==> src/hdl/rhcp_pkg.sv <==
// rhcp_pkg: shared types, character codes and field numbers for the read header coordinate parser
// no dependencies; used by rhcp_acc, rhcp_scan and read_header_coord_parser
package rhcp_pkg;

	// default saturation limit for positions and lengths
	localparam int MAX_LEN_DEF = 4095;

	// width of the position fields on the result beat
	localparam int OUT_POS_W = 12;

	// packed result beat width, padded to whole bytes
	localparam int RES_BITS = 1 + 8 + 16 + 32 + 32 + OUT_POS_W + OUT_POS_W;
	localparam int RES_W    = ((RES_BITS + 7) / 8) * 8;

	// character codes
	localparam logic [7:0] CH_COLON = 8'h3a;
	localparam logic [7:0] CH_SPACE = 8'h20;
	localparam logic [7:0] CH_PLUS  = 8'h2b;
	localparam logic [7:0] CH_MINUS = 8'h2d;
	localparam logic [7:0] CH_ZERO  = 8'h30;
	localparam logic [7:0] CH_NINE  = 8'h39;
	localparam logic [7:0] CH_TAB   = 8'h09;
	localparam logic [7:0] CH_CR    = 8'h0d;

	// colon count at which each coordinate field closes
	localparam logic [2:0] FLD_LANE = 3'd4;
	localparam logic [2:0] FLD_TILE = 3'd5;
	localparam logic [2:0] FLD_X    = 3'd6;
	localparam logic [2:0] FLD_Y    = 3'd7;

	// number conversion phases
	typedef enum logic [1:0] {
		PH_LEAD,
		PH_DIGITS,
		PH_STOP
	} acc_phase_t;

	// control from the scanner to the number converter
	typedef struct packed {
		logic feed;
		logic clear;
	} acc_ctrl_t;

	// one result beat
	typedef struct packed {
		logic                 has_coords;
		logic [7:0]           lane_num;
		logic [15:0]          tile_num;
		logic [31:0]          x_coord;
		logic [31:0]          y_coord;
		logic [OUT_POS_W-1:0] prefix_len;
		logic [OUT_POS_W-1:0] suffix_start;
	} result_t;

endpackage

==> src/hdl/read_header_coord_parser.sv <==
// read_header_coord_parser: top level, input register, scanner, converter and result register
// depends on rhcp_pkg, rhcp_acc and rhcp_scan
//
//  channel  | dir | bus fields (lowest bit first)                       | beats
//  ---------+-----+-----------------------------------------------------+----------------
//  s_ (in)  | in  | tdata: ch[7:0]; tlast: last                         | one per char
//  m_ (out) | out | tdata: has_coords, lane, tile, x, y, prefix, suffix | one per line
//
// one character is taken every cycle while no final character is held; the result of a line
// passes the input register, then is written to the result register as its last character moves on
// the per-character path is the times-ten add and sign select of the converter
// arst_n clears the input and result valid flags and all scan state
// while a result waits on m_tready, non-final characters still flow; a final character
// holds in the input register until the result register frees up
module read_header_coord_parser #(
	parameter int MAX_LEN = rhcp_pkg::MAX_LEN_DEF
) (
	input  logic                       clk,
	input  logic                       arst_n,
	input  logic                       s_tvalid,
	output logic                       s_tready,
	input  logic [7:0]                 s_tdata,  // ch[7:0]
	input  logic                       s_tlast,  // last character of the name line
	output logic                       m_tvalid,
	input  logic                       m_tready,
	output logic [rhcp_pkg::RES_W-1:0] m_tdata   // has_coords[0], lane_num[8:1],
	                                             // tile_num[24:9], x_coord[56:25],
	                                             // y_coord[88:57], prefix_len[100:89],
	                                             // suffix_start[112:101], zero pad
);

	logic                       s1_valid_q;
	logic [7:0]                 s1_ch_q;
	logic                       s1_last_q;
	logic                       advance;
	logic                       m_valid_q;
	logic [rhcp_pkg::RES_W-1:0] m_data_q;
	logic [31:0]                acc_value;
	rhcp_pkg::acc_ctrl_t        acc_ctrl;
	rhcp_pkg::result_t          result;

	// a beat in the input register moves on unless it ends a line and the
	// result register is still held
	assign advance  = s1_valid_q && (!s1_last_q || !m_valid_q || m_tready);
	assign s_tready = !s1_valid_q || advance;

	always_ff @(posedge clk or negedge arst_n) begin
		if (!arst_n) begin
			s1_valid_q <= 1'b0;
		end else if (s_tready) begin
			s1_valid_q <= s_tvalid;
		end
	end

	// payload of the input register
	always_ff @(posedge clk) begin
		if (s_tvalid && s_tready) begin
			s1_ch_q   <= s_tdata;
			s1_last_q <= s_tlast;
		end
	end

	rhcp_acc u_acc (
		.clk    (clk),
		.arst_n (arst_n),
		.ctrl   (acc_ctrl),
		.ch     (s1_ch_q),
		.value  (acc_value)
	);

	rhcp_scan #(
		.MAX_LEN (MAX_LEN)
	) u_scan (
		.clk       (clk),
		.arst_n    (arst_n),
		.step      (advance),
		.ch        (s1_ch_q),
		.last      (s1_last_q),
		.acc_value (acc_value),
		.acc_ctrl  (acc_ctrl),
		.result    (result)
	);

	// result register
	always_ff @(posedge clk or negedge arst_n) begin
		if (!arst_n) begin
			m_valid_q <= 1'b0;
		end else if (advance && s1_last_q) begin
			m_valid_q <= 1'b1;
		end else if (m_tready) begin
			m_valid_q <= 1'b0;
		end
	end

	always_ff @(posedge clk) begin
		if (advance && s1_last_q) begin
			m_data_q <= {
				{(rhcp_pkg::RES_W - rhcp_pkg::RES_BITS){1'b0}},
				result.suffix_start,
				result.prefix_len,
				result.y_coord,
				result.x_coord,
				result.tile_num,
				result.lane_num,
				result.has_coords
			};
		end
	end

	assign m_tvalid = m_valid_q;
	assign m_tdata  = m_data_q;

	// a held result is never overwritten by the next line
	a_no_overwrite: assert property (@(posedge clk) disable iff (!arst_n)
		m_valid_q && !m_tready |-> !(advance && s1_last_q))
		else $error("result register overwritten while held");

	// a result appears only after a final character moved on
	a_result_source: assert property (@(posedge clk) disable iff (!arst_n)
		$rose(m_valid_q) |-> $past(advance && s1_last_q))
		else $error("result without a final character");

	// an empty input register always takes a beat
	a_empty_ready: assert property (@(posedge clk) disable iff (!arst_n)
		!s1_valid_q |-> s_tready)
		else $error("input stalled with empty input register");

	// non-final characters are never held back by the output side
	a_char_flow: assert property (@(posedge clk) disable iff (!arst_n)
		s1_valid_q && !s1_last_q |-> advance)
		else $error("mid-line character stalled");

endmodule

==> src/hdl/rhcp_acc.sv <==
// rhcp_acc: decimal field converter with leading whitespace, optional sign and 32-bit wrap
// depends on rhcp_pkg
module rhcp_acc (
	input  logic               clk,
	input  logic               arst_n,
	input  rhcp_pkg::acc_ctrl_t ctrl,
	input  logic [7:0]         ch,
	output logic [31:0]        value
);

	logic [31:0]           acc_q, acc_d;
	logic                  neg_q, neg_d;
	rhcp_pkg::acc_phase_t  phase_q, phase_d;
	logic                  is_ws, is_sign, is_digit;
	logic [31:0]           acc_next;
	logic [3:0]            digit;

	assign is_ws    = (ch == rhcp_pkg::CH_SPACE) ||
	                  (ch >= rhcp_pkg::CH_TAB && ch <= rhcp_pkg::CH_CR);
	assign is_sign  = (ch == rhcp_pkg::CH_PLUS) || (ch == rhcp_pkg::CH_MINUS);
	assign is_digit = (ch >= rhcp_pkg::CH_ZERO) && (ch <= rhcp_pkg::CH_NINE);
	assign digit    = 4'(ch - rhcp_pkg::CH_ZERO);

	// times ten as two shifts and an add, wrapping at 32 bits
	assign acc_next = (acc_q << 3) + (acc_q << 1) + {28'd0, digit};

	always_comb begin
		acc_d   = acc_q;
		neg_d   = neg_q;
		phase_d = phase_q;
		if (ctrl.clear) begin
			acc_d   = '0;
			neg_d   = 1'b0;
			phase_d = rhcp_pkg::PH_LEAD;
		end else if (ctrl.feed) begin
			unique case (phase_q)
				rhcp_pkg::PH_LEAD: begin
					if (is_ws) begin
						phase_d = rhcp_pkg::PH_LEAD;
					end else if (is_sign) begin
						neg_d   = (ch == rhcp_pkg::CH_MINUS);
						phase_d = rhcp_pkg::PH_DIGITS;
					end else if (is_digit) begin
						acc_d   = acc_next;
						phase_d = rhcp_pkg::PH_DIGITS;
					end else begin
						phase_d = rhcp_pkg::PH_STOP;
					end
				end
				rhcp_pkg::PH_DIGITS: begin
					if (is_digit) begin
						acc_d = acc_next;
					end else begin
						phase_d = rhcp_pkg::PH_STOP;
					end
				end
				rhcp_pkg::PH_STOP: begin
					phase_d = rhcp_pkg::PH_STOP;
				end
				default: begin
					phase_d = rhcp_pkg::PH_STOP;
				end
			endcase
		end
	end

	always_ff @(posedge clk or negedge arst_n) begin
		if (!arst_n) begin
			acc_q   <= '0;
			neg_q   <= 1'b0;
			phase_q <= rhcp_pkg::PH_LEAD;
		end else begin
			acc_q   <= acc_d;
			neg_q   <= neg_d;
			phase_q <= phase_d;
		end
	end

	assign value = neg_q ? (32'd0 - acc_q) : acc_q;

endmodule

==> src/hdl/rhcp_scan.sv <==
// rhcp_scan: colon counting, field capture and position tracking for one name line
// depends on rhcp_pkg; drives rhcp_acc through an acc_ctrl_t bundle
module rhcp_scan #(
	parameter int MAX_LEN = rhcp_pkg::MAX_LEN_DEF
) (
	input  logic                clk,
	input  logic                arst_n,
	input  logic                step,
	input  logic [7:0]          ch,
	input  logic                last,
	input  logic [31:0]         acc_value,
	output rhcp_pkg::acc_ctrl_t acc_ctrl,
	output rhcp_pkg::result_t   result
);

	localparam int POS_W = $clog2(MAX_LEN + 1);
	localparam logic [POS_W-1:0] POS_MAX = POS_W'(MAX_LEN);

	logic [2:0]       colon_count_q, colon_count_d, cnt_inc;
	logic [POS_W-1:0] char_pos_q, char_pos_d;
	logic [POS_W-1:0] last_colon_q, last_colon_d;
	logic [POS_W-1:0] coord_start_q, coord_start_d;
	logic [POS_W-1:0] coord_end_q, coord_end_d;
	logic             scan_done_q, scan_done_d;
	logic [7:0]       lane_q, lane_d;
	logic [15:0]      tile_q, tile_d;
	logic [31:0]      x_q, x_d;
	logic [31:0]      y_q, y_d;
	logic             colon, space, active;
	logic [POS_W-1:0] len, lcp_inc, prefix_pos;
	logic [31:0]      prefix_ext, suffix_ext, len_ext;

	function automatic logic [POS_W-1:0] sat_inc(input logic [POS_W-1:0] v);
		return (v >= POS_MAX) ? POS_MAX : v + 1'b1;
	endfunction

	assign colon   = (ch == rhcp_pkg::CH_COLON);
	assign space   = (ch == rhcp_pkg::CH_SPACE);
	assign active  = !scan_done_q;
	assign cnt_inc = colon ? colon_count_q + 3'd1 : colon_count_q;
	assign len     = sat_inc(char_pos_q);
	assign lcp_inc = sat_inc(last_colon_q);

	always_comb begin
		colon_count_d = colon_count_q;
		last_colon_d  = last_colon_q;
		coord_start_d = coord_start_q;
		coord_end_d   = coord_end_q;
		scan_done_d   = scan_done_q;
		lane_d        = lane_q;
		tile_d        = tile_q;
		x_d           = x_q;
		y_d           = y_q;
		char_pos_d    = len;
		if (active) begin
			colon_count_d = cnt_inc;
			if (colon || space) begin
				unique case (cnt_inc)
					rhcp_pkg::FLD_LANE: begin
						lane_d        = acc_value[7:0];
						coord_start_d = lcp_inc;
					end
					rhcp_pkg::FLD_TILE: tile_d = acc_value[15:0];
					rhcp_pkg::FLD_X: begin
						// a space after the sixth colon closes y, not x
						if (colon) begin
							x_d = acc_value;
						end else begin
							y_d = acc_value;
						end
					end
					rhcp_pkg::FLD_Y: y_d = acc_value;
					default: begin
						lane_d = lane_q;
					end
				endcase
			end
			if (colon) begin
				last_colon_d = char_pos_q;
			end
			if (space || (colon && cnt_inc == rhcp_pkg::FLD_Y)) begin
				coord_end_d = char_pos_q;
				scan_done_d = 1'b1;
			end
		end
	end

	assign acc_ctrl.clear = step && (last || (active && colon));
	assign acc_ctrl.feed  = step && active && !colon && !space;

	// result as seen after this character
	assign prefix_pos = coord_start_d - 1'b1;
	assign prefix_ext = 32'(prefix_pos);
	assign suffix_ext = 32'(coord_end_d);
	assign len_ext    = 32'(len);

	always_comb begin
		result = '0;
		if (coord_start_d != '0 && coord_end_d != '0) begin
			result.has_coords   = 1'b1;
			result.lane_num     = lane_d;
			result.tile_num     = tile_d;
			result.x_coord      = x_d;
			result.y_coord      = y_d;
			result.prefix_len   = prefix_ext[rhcp_pkg::OUT_POS_W-1:0];
			result.suffix_start = suffix_ext[rhcp_pkg::OUT_POS_W-1:0];
		end else begin
			result.prefix_len   = len_ext[rhcp_pkg::OUT_POS_W-1:0];
		end
	end

	always_ff @(posedge clk or negedge arst_n) begin
		if (!arst_n) begin
			colon_count_q <= '0;
			char_pos_q    <= '0;
			last_colon_q  <= '0;
			coord_start_q <= '0;
			coord_end_q   <= '0;
			scan_done_q   <= 1'b0;
			lane_q        <= '0;
			tile_q        <= '0;
			x_q           <= '0;
			y_q           <= '0;
		end else if (step) begin
			if (last) begin
				colon_count_q <= '0;
				char_pos_q    <= '0;
				last_colon_q  <= '0;
				coord_start_q <= '0;
				coord_end_q   <= '0;
				scan_done_q   <= 1'b0;
				lane_q        <= '0;
				tile_q        <= '0;
				x_q           <= '0;
				y_q           <= '0;
			end else begin
				colon_count_q <= colon_count_d;
				char_pos_q    <= char_pos_d;
				last_colon_q  <= last_colon_d;
				coord_start_q <= coord_start_d;
				coord_end_q   <= coord_end_d;
				scan_done_q   <= scan_done_d;
				lane_q        <= lane_d;
				tile_q        <= tile_d;
				x_q           <= x_d;
				y_q           <= y_d;
			end
		end
	end

	// a finished line leaves the scanner cleared
	a_line_clear: assert property (@(posedge clk) disable iff (!arst_n)
		step && last |=> colon_count_q == '0 && char_pos_q == '0 && !scan_done_q)
		else $error("scanner not cleared after end of line");

	// the scan stops no later than the seventh colon
	a_stop_at_seven: assert property (@(posedge clk) disable iff (!arst_n)
		colon_count_q == rhcp_pkg::FLD_Y |-> scan_done_q)
		else $error("scan still running after seventh colon");

	// a closed scan has a stop position that never runs past the line
	a_end_before_pos: assert property (@(posedge clk) disable iff (!arst_n)
		scan_done_q |-> coord_end_q < char_pos_q || char_pos_q == POS_MAX)
		else $error("stop position beyond current position");

endmodule

==> config.mk <==
export PLATFORM = sky130hd
export DESIGN_NAME = read_header_coord_parser
export DESIGN_NICKNAME = d
export VERILOG_FILES = /design/src/hdl/rhcp_pkg.sv /design/src/hdl/read_header_coord_parser.sv /design/src/hdl/rhcp_acc.sv /design/src/hdl/rhcp_scan.sv
export SDC_FILE = /design/constraint.sdc
export NUM_CORES = 1
export LEC_CHECK = 0
export BUFFER_PORTS_ARGS = -buffer_cell sky130_fd_sc_hd__buf_2
export CORE_AREA = 3 3 159 161
export DETAILED_ROUTE_END_ITERATION = 12
export DIE_AREA = 0 0 162 164
export PLACE_DENSITY = 0.85
export SLEW_MARGIN = 20
export SYNTH_ARGS = -nofsm -noshare
export SYNTH_HDL_FRONTEND = slang
export SYNTH_SLANG_ARGS = --single-unit
export TNS_END_PERCENT = 1
==> constraint.sdc <==
create_clock -name clk -period 6.4 [get_ports clk]
set_input_delay 1.28 -clock clk [delete_from_list [all_inputs] [get_ports clk]]
set_output_delay 1.28 -clock clk [all_outputs]
set_load 0.005 [all_outputs]
== Word-level counts from Yosys, hierarchy flattened ==
Cells that the tools add are included.

* Equality and inequality tests: 14
* Mux-type cells: 60
* Reduce and logical (&&, ||, !) cells: 40
* $lt $le $gt $ge: 6
* Add/subtract/negate cells: 8

{| class="wikitable"
|+ Operator list
! kind !! number
|-
| two-way mux 32 bit || 15
|-
| two-way mux 12 bit || 14
|-
| case mux 32 bit (2 select lines) || 2
|-
| two-way mux 89 bit || 1
|-
| two-way mux 16 bit || 4
|-
| adder 32 bit || 1
|-
| adder 32 x 4 -> 32 bit || 1
|-
| equality test 8 x 6 -> 1 bit, second input constant || 4
|-
| two-way mux 8 bit || 4
|-
| subtractor 1 x 32 -> 32 bit, first input constant || 1
|-
| adder 12 x 1 -> 12 bit, second input constant || 2
|-
| >= comparator 12 bit, second input constant || 2
|-
| nonzero test 12 bit || 2
|-
| equality test 3 bit, second input constant || 4
|-
| logical AND 1 bit || 12
|-
| two-way mux 2 bit || 6
|-
| subtractor 12 x 1 -> 12 bit, second input constant || 1
|-
| two-way mux 1 bit || 10
|-
| nonzero test 2 bit || 5
|-
| two-way mux 3 bit || 3
|-
| != test 3 bit, second input constant || 3
|-
| >= comparator 8 x 4 -> 1 bit, second input constant || 1
|-
| >= comparator 8 x 6 -> 1 bit, second input constant || 1
|-
| less-or-equal comparator 8 x 4 -> 1 bit, second input constant || 1
|-
| other kinds (13) || 28
|}

* Logic and storage cells: 147
* Flip-flop bits (word level): 299
* Input port bits: 13
* Output and inout bits: 122

== Logic depth before layout (Yosys ltp) ==
Gate-level depths: netlist (run 1).

* Depth after elaboration: 10
* Mapped depth: 15
* Mapped depth without buffers: 13

== Modules after synthesis ==
Synthesis (run 1) repeated with hierarchy kept, for this count alone.

* Cell total of the unflattened synthesis: 1526
* Area, all modules: 15920.3 um^2

{| class="wikitable"
|+ By module, submodules not included
! module !! cells each !! area an instance (um^2) !! sequential area each (um^2) !! instances
|-
| rhcp_scan || 879 || 7891.3 || 3503.4 || 1
|-
| rhcp_acc || 507 || 4202.8 || 875.8 || 1
|-
| read_header_coord_parser || 140 || 3826.2 || 3713.6 || 1
|}

== Worst setup path before layout (run 1) ==
OpenSTA, ideal clock, no wires.

* Path kind: input -> register
* From: input m_tready
* To: register m_data_q, in the netlist m_tdata[0], enable pin
* Library setup time: 0.487 ns
* Path slack: 1.791 ns
* Arrival time: 4.121 ns
* Cell stages on the path: 3
* Buffers on the path: 0
* Required time: 5.913 ns
* Cells stage by stage: inv_1 > nand3_1 > and3_1

* Longest elaborated chain between the ends: 3

{| class="wikitable"
|+ Ends and longest elaborated chain
! what !! line !! source
|-
| start: declaration || read_header_coord_parser.sv:25 || <nowiki>input logic m_tready,</nowiki>
|-
| logical OR 1 bit || read_header_coord_parser.sv:44 || <nowiki>assign advance = s1_valid_q && (!s1_last_q || !m_valid_q || m_tready);</nowiki>
|-
| logical AND 1 bit || read_header_coord_parser.sv:44 ||
|-
| logical AND 1 bit || read_header_coord_parser.sv:96 || <nowiki>if (advance && s1_last_q) begin</nowiki>
|-
| end signal: assignment || read_header_coord_parser.sv:97 || <nowiki>m_data_q <= {</nowiki>
|-
| end: declaration || read_header_coord_parser.sv:37 || <nowiki>logic [rhcp_pkg::RES_W-1:0] m_data_q;</nowiki>
|}

No other way between the ends.
A chain may end at the register's enable or synchronous reset.

== Worst setup path after layout (run 1) ==
* From: register s1_ch_q[1]
* To: register m_data_q, in the netlist m_tdata[68] (data pin)

* Longest elaborated chain between the ends: 9
* Elaborated cells on any way between the ends: 21
* Those cells by class: 5 x eq/ne; 10 x mux; 6 x reduce/logical

{| class="wikitable"
|+ Ends and longest elaborated chain
! what !! line !! source
|-
| start: declaration || read_header_coord_parser.sv:33 || <nowiki>logic [7:0] s1_ch_q;</nowiki>
|-
| start signal: assignment || read_header_coord_parser.sv:58 || <nowiki>s1_ch_q <= s_tdata;</nowiki>
|-
| equality test 8 x 6 -> 1 bit || rhcp_scan.sv:37 || <nowiki>assign colon = (ch == rhcp_pkg::CH_COLON);</nowiki>
|-
| two-way mux 3 bit || rhcp_scan.sv:40 || <nowiki>assign cnt_inc = colon ? colon_count_q + 3'd1 : colon_count_q;</nowiki>
|-
| equality test 3 bit || rhcp_scan.sv:58, rhcp_scan.sv:81 ||
|-
| logical AND 1 bit || rhcp_scan.sv:81 || <nowiki>if (space || (colon && cnt_inc == rhcp_pkg::FLD_Y)) begin</nowiki>
|-
| logical OR 1 bit || rhcp_scan.sv:81 ||
|-
| two-way mux 12 bit || rhcp_scan.sv:81 ||
|-
| two-way mux 12 bit || rhcp_scan.sv:55 || <nowiki>if (active) begin</nowiki>
|-
| nonzero test 12 bit || rhcp_scan.sv:99 || <nowiki>if (coord_start_d != '0 && coord_end_d != '0) begin</nowiki>
|-
| logical AND 1 bit || rhcp_scan.sv:99 ||
|}

Parallel ways exist; a longest one is shown, timed or not.

==> flow_metrics.py, run 1 <==
metrics = {
    "sta": {
        "worstMarginPinSlew_ns": 1.10,
        "setup_tns_ns": 0,
        "fmax_ghz": 0.208,
        "setup_viol": 0,
        "timing_hold_violations_final": 0,
        "rsz0062_at_grt": "false",
        "finalClockSkew_ns": 0.0158,
        "fin_ws_ns": 1.60,
        "whs_ns": 0.484,
        "maxSlewHeadroom_pct": 25.8,
        "fin_crit_ns": 4.80,
        "slew_violations": 0,
        "fin_crit_sh_pct": 75.1,
    },
    "yosys": {
        "yosys_most_used_dff": "dfrtp_1",
        "async_flop_share_pct": 59.2,
        "synth_edf_count": 122,
        "synth-seq-area-share_pct": 52.1,
        "netlist_area_um2": 15500,
        "syn_inst": 1542,
        "synth_seq_cells": 299,
        "syn_area_per_cell_um2": 10.1,
        "synth_warnings": 0,
        "yosysUniqueCellTypes": 69,
    },
    "cts": {
        "clkSlewWorstSetupHoldPaths_ns": 0.06,
        "cts-buffers-inserted": 30,
        "insertion_delay_ns": 0.57,
        "clockBufferDepth": 3,
        "postCtsSetupBuffers": 0,
        "clockRootBuffer": "clkbuf_16",
        "post_cts_resized": 0,
        "hold_buffers": 0,
        "cts.htree.levels": 1,
        "cts.sinks": 299,
        "cts_tree": "built",
    },
    "worst_setup_path": {
        "critPathKind": "register to register",
        "arrival_ns": 5.06,
        "cp_max_fo": 36,
        "end_kind": "register",
        "slowest_delay_ns": 0.86,
        "reg2reg_slack_ns": 1.60,
        "cp-start-kind": "register",
        "cp.required_ns": 6.66,
        "cp_top_family": "compound AO/OA/AOI/OAI gates",
        "slowest_stage": "o21ai_4",
        "path_cells": "nor4_1 > nand4_1 > a221oi_4 > buf_4 > nand2_1 > o22ai_1 > a21boi_0 > nand2_1 > o21ai_4 > buf_4 > a211oi_1",
        "cp_num_buf_inv": 2,
    },
    "floorplan": {
        "io_pins": 135,
        "fp-row-count": 57,
        "chipHeight_um": 164,
        "initial_utilization_pct": 64.4,
        "fp.dieW_um": 162,
        "dieArea_um2": 26600,
        "core_area_um2": 24100,
    },
    "detailed_routing": {
        "drt-total-wl_um": 39400,
        "antenna_left": 0,
        "drc": 0,
        "num_vias": 12700,
        "wl_per_cell_um": 19.9,
        "first_pass_iters": 6,
        "detail_route.vias_per_cell": 6.41,
        "drt_iter0_drc": 1324,
    },
    "power_and_ir_drop": {
        "finalPower_mw": 4.28,
        "pwr_density_cell_nw_per_um2": 245,
        "power_leakage_nw": 7.38,
        "ir_worst_vdd_v": 0.000170,
    },
    "layout": {
        "fillers": 1681,
        "seq_area_um2": 8090,
        "area_delta_synth_final_pct": 12.7,
        "diodes": 0,
        "layout_common_cells": "204 x nand2_1, 177 x dfrtp_1, 162 x nor2_1",
        "final_nets": 1707,
        "multi_input_area_um2": 7020,
        "layout_commonest_cell": "nand2_1",
        "drive_gt1_share_pct": 13.8,
        "fin_util_pct": 72.5,
    },
    "global_route": {
        "grt_max_degree": 76,
        "gr-total-overflow": 0,
        "grt_pass1_vias": 12000,
        "track_usage_pct": 29.1,
        "grt_pass1_wl_um": 62600,
        "antenna_found_initial": 0,
    },
    "status": {
        "status": "complete, no violations",
    },
    "place": {
        "dpl.hpwl_um": 26200,
        "numPortBuffers": 127,
        "place_congestion": 0.955,
        "post-place-ws_ns": 1.73,
    },
    "min_path": {
        "hp-class": "register to register",
    },
    "flow_run": {
        "cap_violations": 0,
    },
}
-- metal layers --
| metal | vias up | share of wire (%) | track usage [%] |
|---|---|---|---|
| li1 | 5763 | - | - |
| met5 | - | 0 | 0 |
| met4 | 0 | 2.6 | 9.07 |
| met1 | 6206 | 41 | 40.3 |
| met2 | 603 | 48 | 48.1 |
| met3 | 86 | 8.1 | 4.41 |
-- flip-flops by register name, summed over array words and instances, names as in the netlist, 12 cells and up --
signal	flops
u_scan.coord_end_q	12
u_scan.last_colon_q	12
u_scan.coord_start_q	12
u_scan.char_pos_q	12
u_acc.acc_q	32
m_tdata	113
u_scan.tile_q	16
u_scan.x_q	32
u_scan.y_q	32
-- through the flow --
step / instance area [µm²] / std cells
finish: 17500 / 1976
global route: 17500 / 1976
CTS: 17500 / 1976
detailed placement: 16400 / 1920
global placement: 16400 / 1920
floorplan: 15500 / 1548
-- cells by family after synthesis --
| logic type | count (synthesis) | synth area share (%) |
|---|---|---|
| fa+ha+maj | 66 | 5.42 |
| flops | 299 | 52.1 |
| compound gates | 450 | 18.6 |
| simple gates | 498 | 14.3 |
| buf+inv | 119 | 3.12 |
| mux | 28 | 1.82 |
| xor+xnor | 81 | 4.57 |
| other cells | 1 | 0.0242 |
-- final cells by class --
cell class / instances / share of cell area, %
Clock inverter: 20 / 1.53
Tap cell: 324 / 2.32
Multi-Input combinational cell: 1130 / 40.2
Timing Repair Buffer: 149 / 4.62
Sequential cell: 299 / 46.3
Clock buffer: 36 / 4.72
Inverter: 18 / 0.386
-- worst paths after layout --
check | cells after the start | from | endpoint
hold reg to reg | 2 | u_scan.lane_q[4] | u_scan.lane_q[4]
max in group asynchronous | 2 | arst_n | u_scan.tile_q[13]
setup reg to reg | 11 | s1_ch_q[1] | m_tdata[68]
min in group asynchronous | 1 | arst_n | u_scan.char_pos_q[0]
hold / removal | 2 | u_scan.lane_q[4] | u_scan.lane_q[4]
setup / recovery | 11 | s1_ch_q[1] | m_tdata[68]
-- tightest hold or removal path, stage by stage (launching register included) --
cell,delay [ns]
dfrtp_1,0.34
nand2_1,0.05
o21ai_0,0.06
-- power breakdown --
part           total, mW  internal, mW  switching (mW)
Combinational      0.273        0.0807           0.192
Sequential          2.09          2.04          0.0497
Clock               1.91          1.16           0.751
Total               4.28          3.28           0.993
-- cells in the mapped netlist, types with 10 or more instances --
cell | n | area (µm²)
clkbuf_1 | 79 | 297
nor3_1 | 10 | 50.1
a22o_1 | 29 | 254
o31ai_1 | 10 | 75.1
edfxtp_1 | 122 | 3660
nand3_1 | 30 | 150
xnor2_1 | 35 | 307
inv_1 | 18 | 67.6
and3_1 | 13 | 81.3
xor2_1 | 46 | 403
o21ai_0 | 153 | 766
nand2_1 | 205 | 769
ha_1 | 64 | 801
a31oi_1 | 14 | 87.6
dfrtp_1 | 177 | 4430
nand4_1 | 10 | 62.6
a21o_1 | 15 | 113
a211oi_1 | 80 | 601
nor2_1 | 162 | 608
mux2i_1 | 26 | 260
a21oi_1 | 88 | 440
Note: power is estimated with default switching activity, not from simulation.
==> run 2, diff against run 1 <==
--- a/config.mk
+++ b/config.mk
@@ -6,10 +6,10 @@
 export NUM_CORES = 1
 export LEC_CHECK = 0
 export BUFFER_PORTS_ARGS = -buffer_cell sky130_fd_sc_hd__buf_2
-export CORE_AREA = 3 3 159 161
+export CORE_AREA = 3 3 165 167
 export DETAILED_ROUTE_END_ITERATION = 12
-export DIE_AREA = 0 0 162 164
-export PLACE_DENSITY = 0.85
+export DIE_AREA = 0 0 168 170
+export PLACE_DENSITY = 0.8
 export SLEW_MARGIN = 20
 export SYNTH_ARGS = -nofsm -noshare
 export SYNTH_HDL_FRONTEND = slang
==> constraint.sdc (replaced) <==
create_clock -name clk -period 4.47 [get_ports clk]
set_input_delay 0.894 -clock clk [delete_from_list [all_inputs] [get_ports clk]]
set_output_delay 0.894 -clock clk [all_outputs]
set_load 0.005 [all_outputs]
==> run 2 against run 1 <==
Die area is 7.5% higher; routed wire length is 0.22% higher; core utilization is 5.2 points lower; count of clock-buffer cells in the layout is 10 higher; worst setup slack worse by 1.1 ns; cell count is 1.0% higher; clock power is 26% higher; sequential share of layout area is 0.086 points higher; clock skew is 0.0018 ns lower; non-clock buffer count is 9 higher.
==> flow_metrics.py, run 2 (same netlist as run 1, synthesis figures left out) <==
metrics = {
    "layout": {
        "fin_cells": 1996,
        "seq_area_um2": 8090,
        "final_nets": 1716,
        "layout_commonest_cell": "nand2_1",
        "multi_input_area_um2": 7010,
        "diodes": 0,
        "layout_common_cells": "205 x nand2_1, 177 x dfrtp_1, 162 x nor2_1",
        "drive_gt1_share_pct": 13.9,
        "largest_reg_flops": 113,
        "fillers": 1942,
        "final_area_um2": 17500,
        "area_delta_synth_final_pct": 12.5,
    },
    "worst_setup_path": {
        "cp_top_family": "compound AO/OA/AOI/OAI gates",
        "slowest_stage": "edfxtp_1",
        "cp_common_cell": "nand2_1",
        "critPathKind": "register to register",
        "regToRegStartpoint": "s1_ch_q[1]",
        "slowest_delay_ns": 0.52,
        "cp.required_ns": 4.74,
        "cp-start-kind": "register",
        "cp_max_fo": 57,
        "path_depth": 11,
        "end_kind": "register",
        "critPathCapture": "m_tdata[75]",
        "reg2reg_depth": 11,
        "arrival_ns": 4.29,
        "reg2reg_slack_ns": 0.45,
        "rr_endpoint": "m_tdata[75]",
        "cp_num_buf_inv": 2,
        "path_cells": "nor4_1 > nand4_1 > a221oi_4 > buf_4 > nand2_1 > o22ai_1 > a21boi_0 > nand2_1 > o21ai_4 > buf_12 > a211oi_1",
        "critPathLaunch": "s1_ch_q[1]",
    },
    "cts": {
        "cts.sinks": 299,
        "cts_tree": "built",
        "cts.htree.levels": 1,
        "postCtsSetupBuffers": 0,
        "post_cts_resized": 0,
        "clockBufferDepth": 3,
        "clkSlewWorstSetupHoldPaths_ns": 0.06,
        "clockRootBuffer": "clkbuf_16",
        "insertion_delay_ns": 0.56,
        "hold_buffers": 0,
        "cts-buffers-inserted": 30,
    },
    "sta": {
        "rsz0062_at_grt": "false",
        "maxSlewHeadroom_pct": 29.4,
        "fmax_ghz": 0.249,
        "whs_ns": 0.426,
        "setup_viol": 0,
        "finalClockSkew_ns": 0.0140,
        "fin_crit_ns": 4.02,
        "setup_tns_ns": 0,
        "timing_hold_violations_final": 0,
        "slew_violations": 0,
        "fin_crit_sh_pct": 89.9,
        "worstMarginPinSlew_ns": 1.06,
    },
    "min_path": {
        "hp-class": "input port to asynchronous set/reset pin",
    },
    "floorplan": {
        "fp.dieW_um": 168,
        "initial_utilization_pct": 59.9,
        "dieArea_um2": 28600,
        "fp-row-count": 59,
        "io_pins": 135,
        "core_area_um2": 25900,
        "chipHeight_um": 170,
    },
    "flow_run": {
        "cap_violations": 0,
    },
    "place": {
        "dpl.hpwl_um": 26600,
        "numPortBuffers": 127,
        "place_inst": 1939,
        "dpl-instance-area_um2": 16500,
        "place_congestion": 0.894,
    },
    "power_and_ir_drop": {
        "power_leakage_nw": 7.38,
        "pwr_density_cell_nw_per_um2": 333,
        "ir_worst_vdd_v": 0.000271,
    },
    "detailed_routing": {
        "first_pass_iters": 6,
        "drc": 0,
        "wl_per_cell_um": 19.8,
        "antenna_left": 0,
        "drt-total-wl_um": 39500,
        "detail_route.vias_per_cell": 6.31,
        "num_vias": 12600,
        "drt_iter0_drc": 1303,
    },
    "global_route": {
        "track_usage_pct": 27.2,
        "gr-total-overflow": 0,
        "antenna_found_initial": 0,
        "grt_pass1_wl_um": 63500,
        "grt_pass1_vias": 12000,
        "grt_max_degree": 97,
    },
    "status": {
        "status": "complete, no violations",
    },
}
==> run 2: routing by layer <==
metal	vias up	track usage [%]	share of wire (%)
met3	78	4.74	8.9
met2	610	42.7	46
li1	5782	-	-
met5	-	0	0
met1	6120	39.4	43
met4	0	7.97	2.4
==> run 2: where the power goes <==
group | internal (mW) | leakage, nW | switching, mW
Combinational | 0.121 | 3.26 | 0.271
Sequential | 2.92 | 3.65 | 0.0731
Clock | 1.38 | 0.473 | 1.03
Total | 4.43 | 7.38 | 1.37
==> run 2: final cells by class <==
| type | count | share of cell area [%] |
|---|---|---|
| Multi-Input combinational cell | 1130 | 40.1 |
| Inverter | 18 | 0.387 |
| Tap cell | 335 | 2.40 |
| Clock inverter | 10 | 0.308 |
| Timing Repair Buffer | 158 | 5.23 |
| Clock buffer | 46 | 5.17 |
| Sequential cell | 299 | 46.4 |
==> run 2: how the worst min path moves through the flow <==
stage	startpoint	endpoint	slack, ns
6_report	arst_n	s1_valid_q	0.43
5_1_grt	arst_n	s1_valid_q	0.50
4_1_cts	arst_n	s1_valid_q	0.48
3_5_place_dp	u_scan.tile_q[11]	u_scan.tile_q[11]	0.47
3_3_place_gp	u_scan.x_q[16]	u_scan.x_q[16]	0.46
2_1_floorplan	u_scan.tile_q[0]	u_scan.tile_q[0]	0.45
==> run 2: stage by stage <==
| step | worst slack, ns | utilization [%] | total power, mW |
|---|---|---|---|
| after floorplan | 0.247 | - | 3.25 |
| after global placement | 0.681 | 63.6 | 3.43 |
| after detailed placement | 0.560 | 63.6 | 3.44 |
| after CTS | 0.512 | 67.3 | 5.83 |
| after global routing | 0.175 | 67.4 | 5.98 |
| final | 0.450 | 67.4 | 5.80 |
